`config.mk`:
```
export PLATFORM = sky130hd
export DESIGN_NAME = small_aes_nibble_block_cipher
export DESIGN_NICKNAME = d
export VERILOG_FILES = /design/src/design/sanb_pkg.sv /design/src/design/small_aes_nibble_block_cipher.sv /design/src/design/sanb_key_cell.sv /design/src/design/sanb_round_cell.sv
export SDC_FILE = /design/constraint.sdc
export NUM_CORES = 2
export LEC_CHECK = 0
export BUFFER_PORTS_ARGS = -buffer_cell sky130_fd_sc_hd__buf_2
export CELL_PAD_IN_SITES_DETAIL_PLACEMENT = 0
export CELL_PAD_IN_SITES_GLOBAL_PLACEMENT = 2
export CORE_MARGIN = 5
export CORE_UTILIZATION = 32
export DETAILED_ROUTE_END_ITERATION = 10
export MAX_ROUTING_LAYER = met4
export PLACE_DENSITY = 0.74
export SYNTH_ARGS = -nofsm -noshare
export SYNTH_HDL_FRONTEND = slang
export SYNTH_SLANG_ARGS = --single-unit
```
`constraint.sdc`:
```
create_clock -name clk -period 7 [get_ports clk]
set_clock_uncertainty 0.2 [all_clocks]
set_input_delay 1.4 -clock clk [delete_from_list [all_inputs] [get_ports clk]]
set_output_delay 1.4 -clock clk [all_outputs]
set_load 0.03 [all_outputs]
```
`src/design/sanb_pkg.sv`:
```
// shared types, constants and round / key schedule functions for the nibble cipher
// no dependencies; imported by every module of the block
package sanb_pkg;

  localparam int SANB_ROUNDS = 5;
  localparam int BLK_W       = 64;
  localparam int NIBS        = 16;
  localparam int CFG_AW      = 4;
  localparam int CFG_DW      = 64;

  // register index carried on the top address bit (8-byte spacing)
  localparam logic CFG_IDX_MASTER_KEY = 1'b0;

  typedef logic [BLK_W-1:0] blk_t;
  typedef logic [3:0]       nib_t;

  // valid flag and direction of one pipeline stage
  typedef struct packed {
    logic valid;
    logic op;
  } stage_ctl_t;

  localparam logic OP_ENC = 1'b0;
  localparam logic OP_DEC = 1'b1;

  localparam nib_t SBOX [NIBS] = '{
    4'h6, 4'hB, 4'h5, 4'h4, 4'h2, 4'hE, 4'h7, 4'hA,
    4'h9, 4'hD, 4'hF, 4'hC, 4'h3, 4'h1, 4'h0, 4'h8
  };
  localparam nib_t INV_SBOX [NIBS] = '{
    4'hE, 4'hD, 4'h4, 4'hC, 4'h3, 4'h2, 4'h0, 4'h6,
    4'hF, 4'h8, 4'h7, 4'h1, 4'hB, 4'h9, 4'h5, 4'hA
  };

  localparam nib_t FWD_COEF [4] = '{4'h2, 4'h3, 4'h1, 4'h1};
  localparam nib_t INV_COEF [4] = '{4'hE, 4'hB, 4'hD, 4'h9};

  // nibble k sits at the most significant end for k = 0
  function automatic nib_t nib_get(blk_t x, int k);
    return x[BLK_W-1-4*k -: 4];
  endfunction

  // multiply by x modulo x^4+x+1
  function automatic nib_t xtime4(nib_t a);
    return {a[2:0], 1'b0} ^ (a[3] ? 4'h3 : 4'h0);
  endfunction

  function automatic nib_t gmul(nib_t a, nib_t b);
    nib_t r;
    nib_t t;
    r = '0;
    t = a;
    for (int i = 0; i < 4; i++) begin
      if (b[i]) r = r ^ t;
      t = xtime4(t);
    end
    return r;
  endfunction

  // x^(r-1) for round key r
  function automatic nib_t rcon_of(int r);
    nib_t rc;
    rc = 4'h1;
    for (int i = 1; i < r; i++) rc = xtime4(rc);
    return rc;
  endfunction

  function automatic blk_t sub_all(blk_t x, logic inv);
    blk_t y;
    nib_t n;
    y = '0;
    for (int k = 0; k < NIBS; k++) begin
      n = nib_get(x, k);
      y[BLK_W-1-4*k -: 4] = inv ? INV_SBOX[n] : SBOX[n];
    end
    return y;
  endfunction

  // row r rotated left by r, or right by r for the inverse
  function automatic blk_t rot_rows(blk_t x, logic inv);
    blk_t y;
    int   src;
    y = '0;
    for (int r = 0; r < 4; r++) begin
      for (int c = 0; c < 4; c++) begin
        src = 4 * ((c + (inv ? 3 : 1) * r) & 3) + r;
        y[BLK_W-1-4*(4*c+r) -: 4] = nib_get(x, src);
      end
    end
    return y;
  endfunction

  function automatic blk_t mix_cols(blk_t x, logic inv);
    blk_t y;
    nib_t acc;
    y = '0;
    for (int c = 0; c < 4; c++) begin
      for (int r = 0; r < 4; r++) begin
        acc = '0;
        for (int j = 0; j < 4; j++) begin
          acc = acc ^ gmul(nib_get(x, 4*c + ((r + j) & 3)),
                           inv ? INV_COEF[j] : FWD_COEF[j]);
        end
        y[BLK_W-1-4*(4*c+r) -: 4] = acc;
      end
    end
    return y;
  endfunction

  // one step of the key schedule
  function automatic blk_t key_step(blk_t prev, nib_t rc);
    nib_t t   [4];
    nib_t cur [NIBS];
    blk_t y;
    for (int i = 0; i < 4; i++) t[i] = SBOX[nib_get(prev, 12 + ((i + 1) & 3))];
    t[0] = t[0] ^ rc;
    for (int i = 0; i < 4; i++) cur[i] = nib_get(prev, i) ^ t[i];
    for (int c = 1; c < 4; c++) begin
      for (int i = 0; i < 4; i++) begin
        cur[4*c+i] = nib_get(prev, 4*c+i) ^ cur[4*(c-1)+i];
      end
    end
    y = '0;
    for (int k = 0; k < NIBS; k++) y[BLK_W-1-4*k -: 4] = cur[k];
    return y;
  endfunction

endpackage

```
`src/design/small_aes_nibble_block_cipher.sv`:
```
// small-scale aes on 64-bit nibble blocks: input whitening stage, round cell chain,
// key schedule chain and apb key register; depends on sanb_pkg, sanb_round_cell, sanb_key_cell
//
// usage:
//   input channel (in_valid/in_ready) takes one request per cycle while in_ready is high:
//   in_operation selects encrypt (0) or decrypt (1), in_block is the 64-bit block.
//   output channel (out_valid/out_ready) returns out_block in request order.
//   the pipeline is one whitening stage plus one round cell per round, each cell a
//   register stage; throughput is one block per cycle while no stage stalls and keys are settled.
//   the apb port holds the 64-bit master key at address 0. after a key write, and
//   after reset, the round key chain settles one key cell after another, and in_ready
//   stays low until the settle counter has run down to zero.
//   reset clears all stage valids and the master key; keys are then re-expanded.
//   when the receiver stalls, the chain holds; empty stages still fill, so new
//   requests are taken until every stage is occupied.
module small_aes_nibble_block_cipher import sanb_pkg::*; #(
  parameter int ROUNDS = SANB_ROUNDS
) (
  input  logic              clk,
  input  logic              rst_n,
  input  logic              in_valid,
  output logic              in_ready,
  input  logic              in_operation,
  input  logic [BLK_W-1:0]  in_block,
  output logic              out_valid,
  input  logic              out_ready,
  output logic [BLK_W-1:0]  out_block,
  input  logic              cfg_psel,
  input  logic              cfg_penable,
  input  logic              cfg_pwrite,
  input  logic [CFG_AW-1:0] cfg_paddr,
  input  logic [CFG_DW-1:0] cfg_pwdata,
  output logic [CFG_DW-1:0] cfg_prdata,
  output logic              cfg_pready
);

  localparam int CNT_W = $clog2(ROUNDS + 1);

  blk_t             master_key_r;
  logic [CNT_W-1:0] key_cnt_r;
  logic [CNT_W-1:0] key_cnt_nxt;
  logic             key_wr;

  blk_t             rk      [ROUNDS+1];
  stage_ctl_t       st_ctl  [ROUNDS+1];
  blk_t             st_data [ROUNDS+1];
  logic             st_rdy  [ROUNDS+2];

  stage_ctl_t       ctl0_r;
  blk_t             data0_r;
  stage_ctl_t       in_ctl;
  logic             st0_adv;

  // apb key register
  assign cfg_pready = 1'b1;
  assign key_wr     = cfg_psel && cfg_penable && cfg_pwrite &&
                      (cfg_paddr[CFG_AW-1] == CFG_IDX_MASTER_KEY);
  assign cfg_prdata = (cfg_paddr[CFG_AW-1] == CFG_IDX_MASTER_KEY) ? master_key_r : '0;

  always_ff @(posedge clk) begin
    if (!rst_n) begin
      master_key_r <= '0;
    end else if (key_wr) begin
      master_key_r <= cfg_pwdata;
    end
  end

  // settle counter for the key chain
  always_comb begin
    key_cnt_nxt = key_cnt_r;
    if (key_wr) begin
      key_cnt_nxt = CNT_W'(ROUNDS);
    end else if (key_cnt_r != '0) begin
      key_cnt_nxt = key_cnt_r - 1'b1;
    end
  end

  always_ff @(posedge clk) begin
    if (!rst_n) begin
      key_cnt_r <= CNT_W'(ROUNDS);
    end else begin
      key_cnt_r <= key_cnt_nxt;
    end
  end

  assign rk[0] = master_key_r;

  for (genvar j = 1; j <= ROUNDS; j++) begin : g_key
    sanb_key_cell #(
      .RCON (rcon_of(j))
    ) u_key (
      .clk      (clk),
      .prev_key (rk[j-1]),
      .next_key (rk[j])
    );
  end

  // whitening stage
  assign st0_adv  = !ctl0_r.valid || st_rdy[1];
  assign in_ready = st0_adv && (key_cnt_r == '0);
  assign in_ctl   = '{valid: in_valid && in_ready, op: in_operation};

  always_ff @(posedge clk) begin
    if (!rst_n) begin
      ctl0_r <= '0;
    end else if (st0_adv) begin
      ctl0_r <= in_ctl;
    end
  end

  always_ff @(posedge clk) begin
    if (in_valid && in_ready) begin
      data0_r <= in_block ^ ((in_operation == OP_DEC) ? rk[ROUNDS] : rk[0]);
    end
  end

  assign st_ctl[0]      = ctl0_r;
  assign st_data[0]     = data0_r;
  assign st_rdy[0]      = st0_adv;
  assign st_rdy[ROUNDS+1] = out_ready;

  for (genvar i = 1; i <= ROUNDS; i++) begin : g_round
    sanb_round_cell #(
      .LAST_ROUND (i == ROUNDS)
    ) u_round (
      .clk      (clk),
      .rst_n    (rst_n),
      .up_ctl   (st_ctl[i-1]),
      .up_data  (st_data[i-1]),
      .up_ready (st_rdy[i]),
      .enc_key  (rk[i]),
      .dec_key  (rk[ROUNDS-i]),
      .dn_ctl   (st_ctl[i]),
      .dn_data  (st_data[i]),
      .dn_ready (st_rdy[i+1])
    );
  end

  assign out_valid = st_ctl[ROUNDS].valid;
  assign out_block = st_data[ROUNDS];

`ifndef SYNTHESIS
  a_no_req_while_keys_settle: assert property (@(posedge clk) disable iff (!rst_n)
    (key_cnt_r != '0) |-> !in_ready)
    else $error("request taken while round keys settle");

  a_key_write_blocks_input: assert property (@(posedge clk) disable iff (!rst_n)
    key_wr |=> (!in_ready && (key_cnt_r == CNT_W'(ROUNDS))))
    else $error("key write did not restart key settling");

  a_req_enters_stage0: assert property (@(posedge clk) disable iff (!rst_n)
    (in_valid && in_ready) |=> ctl0_r.valid)
    else $error("accepted request lost at whitening stage");

  a_stalled_stage0_holds: assert property (@(posedge clk) disable iff (!rst_n)
    (ctl0_r.valid && !st_rdy[1]) |=> (ctl0_r.valid && $stable(data0_r)))
    else $error("stalled whitening stage changed");
`endif

endmodule

```
`src/design/sanb_key_cell.sv`:
```
// one step of the round key chain: registers the next round key from the previous one
// depends on sanb_pkg (key_step)
module sanb_key_cell import sanb_pkg::*; #(
  parameter nib_t RCON = 4'h1
) (
  input  logic clk,
  input  blk_t prev_key,
  output blk_t next_key
);

  blk_t key_r;
  blk_t key_nxt;

  assign key_nxt  = key_step(prev_key, RCON);
  assign next_key = key_r;

  always_ff @(posedge clk) begin
    key_r <= key_nxt;
  end

endmodule

```
`src/design/sanb_round_cell.sv`:
```
// one cipher round with its stage register, for both directions
// depends on sanb_pkg (round functions, stage_ctl_t)
module sanb_round_cell import sanb_pkg::*; #(
  parameter bit LAST_ROUND = 1'b0
) (
  input  logic       clk,
  input  logic       rst_n,
  input  stage_ctl_t up_ctl,
  input  blk_t       up_data,
  output logic       up_ready,
  input  blk_t       enc_key,
  input  blk_t       dec_key,
  output stage_ctl_t dn_ctl,
  output blk_t       dn_data,
  input  logic       dn_ready
);

  stage_ctl_t ctl_r;
  blk_t       data_r;
  blk_t       data_nxt;
  blk_t       enc_s;
  blk_t       dec_s;

  always_comb begin
    enc_s = rot_rows(sub_all(up_data, OP_ENC), OP_ENC);
    if (!LAST_ROUND) enc_s = mix_cols(enc_s, OP_ENC);
    enc_s = enc_s ^ enc_key;

    // inverse round adds the key before unmixing
    dec_s = rot_rows(sub_all(up_data, OP_DEC), OP_DEC) ^ dec_key;
    if (!LAST_ROUND) dec_s = mix_cols(dec_s, OP_DEC);

    data_nxt = (up_ctl.op == OP_DEC) ? dec_s : enc_s;
  end

  assign up_ready = !ctl_r.valid || dn_ready;
  assign dn_ctl   = ctl_r;
  assign dn_data  = data_r;

  always_ff @(posedge clk) begin
    if (!rst_n) begin
      ctl_r <= '0;
    end else if (up_ready) begin
      ctl_r <= up_ctl;
    end
  end

  always_ff @(posedge clk) begin
    if (up_ready && up_ctl.valid) begin
      data_r <= data_nxt;
    end
  end

endmodule
```
==> impl_metrics.toml <==
[finish]
drive_above_1_share_pct = 10.1
nNetsFinal = 8997
syn_to_final_growth_pct = 10.2
final_core_util_pct = 35.4
fin_cells = 11600
final_area_mm2 = 0.0889

[job]
cap_viol_max_count = 0

[worst_setup_path]
crit_arrival_ps = 3320
cp_slowest_cell = "and3_1"
cp_top_family = "simple AND/OR/NAND/NOR gates"
critPathMaxFanout = 7
critPathMaxStageDelay_ps = 560
path_cells = "buf_2 -> nor2b_1 -> and3_1 -> and3_1 -> a21oi_1 -> buf_2"
worstPathBufferInverterCount = 2
critPathKind = "primary input to output port"
start_kind = "primary input"
cp.required_ps = 5400
endpoint_kind = "output port"

[logic_synthesis]
ys_seq_area_share_pct = 24.2
syn_area_mm2 = 0.0807
syn_nets = 8890
syn_inst = 8048
synth.distinct_cells = 74
synth.avg_cell_area_um2 = 10.0
synthArstFlopShare_pct = 0
yosysWarnings = 0
synthFlopType = "dfxtp_1"
synthTopCellsByArea = "xnor2_1 19%, edfxtp_1 14%, ha_1 11%"
yosysTopAreaCell = "xnor2_1"
synth.most_common_cell = "xnor2_1"
synth_edf_count = 384
synth_commonest_cells = "1717 x xnor2_1, 773 x xor2_1, 702 x ha_1, 604 x inv_1, 457 x mux2i_1"
synth-seq-cells = 782
synth_top_area_share_pct = 18.6

[timing]
period_needed_ps = 4920
finalSetupViolations = 0
fin_tns_setup_ps = 0
worst_pin_slew_ps = 1360
grt_setup_unrepaired = "false"
hold_violations = 0
fin_crit_sh_pct = 70.3
max_slew_margin_pct = 9.44
clock.fmax_ghz = 0.203
maxSlewViolCount = 0

[place]
place_congestion = 0.982
io_buffers = 266
dpl_cell_area_mm2 = 0.0854
placed_cells = 11400
dp_hpwl_mm = 279

[floorplan]
rows = 184
die-area_mm2 = 0.262
ios = 271
fp.dieW_um = 512
die_h_um = 512
core_area_mm2 = 0.251
initial_core_util_pct = 32.1

[detailed_routing]
wl_met3_mm = 20.9
drt.antenna.violating_nets = 0
drt_pass1_iterations = 6
first_iter_violations = 5835
met1_length_mm = 149
drt_wl_total_mm = 338
wl_met2_mm = 149
vias = 58800
vias_per_cell = 5.06
drc = 0
highest-signal-layer = "met4"
wl_per_cell_um = 29.1

[grt]
grt_pass1_wl_mm = 456
antenna_found_initial = 31
grt-ovfl-total = 0
grt_max_degree = 86
grt_pass1_vias = 55700
grt_usage_pct = 25.4

[clocking]
clkLatencyLatePin_ps = 780
clk_path_buf_depth = 3
cts_tree = "built"
cts_hold_buf = 0
cts_sinks = 782
cts_max_level = 3
numCtsBuffers = 97
cts-resized-gates = 0
root_buffer = "clkbuf_16"
cts_setup_buffers = 0
clk_pin_slew_ps = 60

[power_and_ir_drop]
peakVddDrop_mv = 0.309
p_per_area_mw_per_mm2 = 491
total_power_uw = 43600
leakagePower_uw = 0.0365

[outcome]
status = "completed"

[hold_path]
min_path_type = "flop to flop"
[worst register-to-register path, stage by stage (launching register included)]
cell and delay, ps:
edfxtp_1 530, inv_1 190, ha_1 200, inv_1 40, mux4_2 520, xnor2_1 710, xor2_2 350, xnor3_1 320
xnor2_1 140, a21oi_1 890
[flip-flops by register name, indices dropped and copies added (netlist names)]
name and flops:
g_round.u_round.dn_ctl 9, master_key_r 64, key_cnt_r 3, data0_r 64, g_round.u_round.dn_data 320, ctl0_r 2
g_key.u_key.next_key 320
[worst paths after layout]
| path | startpoint | to | slack, ps | cells past startpoint |
|---|---|---|---|---|
| min reg2reg | key_cnt_r[1]$_SDFFE_PP0P_ | key_cnt_r[1]$_SDFFE_PP0P_ | 300 | 2 |
| max reg2reg | data0_r[33]$_DFFE_PP_ | g_round[1].u_round.dn_data[59]$_DFFE_PP_ | 2510 | 9 |
| max | out_ready | in_ready | 2080 | 6 |
| min | key_cnt_r[1]$_SDFFE_PP0P_ | key_cnt_r[1]$_SDFFE_PP0P_ | 300 | 2 |
[kinds of logic (layout without fill, tap and decap cells)]
| logic type | after synthesis | count (layout) | share of synthesized area, % |
|---|---|---|---|
| other | 1 | 32 | 0.00465 |
| AND/OR/NAND/NOR | 1162 | 1162 | 7.21 |
| buffers and inverters | 936 | 1125 | 4.51 |
| multiplexers | 708 | 708 | 11.1 |
| AO/OA/AOI/OAI | 993 | 993 | 7.61 |
| flip-flops | 782 | 782 | 24.2 |
| adder cells (fa/ha/maj) | 702 | 702 | 10.9 |
| XOR/XNOR | 2764 | 2764 | 34.5 |
[per-layer routing]
| metal | vias up | global-route usage [%] |
|---|---|---|
| met2 | 1988 | 38.5 |
| met5 | - | - |
| met1 | 29100 | 33.6 |
| li1 | 27200 | - |
| met4 | 0 | 11.9 |
| met3 | 453 | 3.46 |
[stage by stage]
stage               hold slack [ps]  setup slack (ps)
global route                    336              2040
finish                          304              2080
floorplan                       264               987
global placement                283              2120
detailed placement              295              2100
CTS                             304              2090
[cell usage in the layout, fill, tap and decap left out, drive strengths merged, types with 12 or more instances in the layout]
cell type	n
clkinv	32
a2bb2oi	18
o311ai	17
dfxtp	398
o22ai	77
xnor2	1753
a22oi	25
o311a	12
ha	702
edfxtp	384
o211ai	33
mux2i	457
a211oi	18
diode	31
nand2	319
nor2b	156
buf	337
xnor3	201
inv	616
nor3	91
nand2b	149
xor2	776
o31ai	30
mux4	141
nor3b	43
o21ai	244
a21boi	68
nand3	64
and3b	12
and2	27
mux2	110
o22a	15
a31oi	36
nor2	247
clkbuf	136
a21oi	329
a311oi	14
xor3	34
nand3b	24
[power breakdown]
part | internal [uW] | total [uW] | leakage, uW | switching, uW
registers | 6400 | 9220 | 0.00677 | 2820
logic | 13400 | 29000 | 0.0280 | 15600
clock network | 3100 | 5430 | 0.00169 | 2330
[area by class of cell]
type                            instances  area (um2)
Antenna cell                           31        77.6
Clock buffer                          136        2930
Clock inverter                         45         478
Fill cell                           25300      162000
Inverter                              607        2280
Multi-Input combinational cell       6330       57600
Sequential cell                       782       19500
Tap cell                             3348        4190
Timing Repair Buffer                  337        1870
Note: power is estimated with default switching activity, not from simulation.
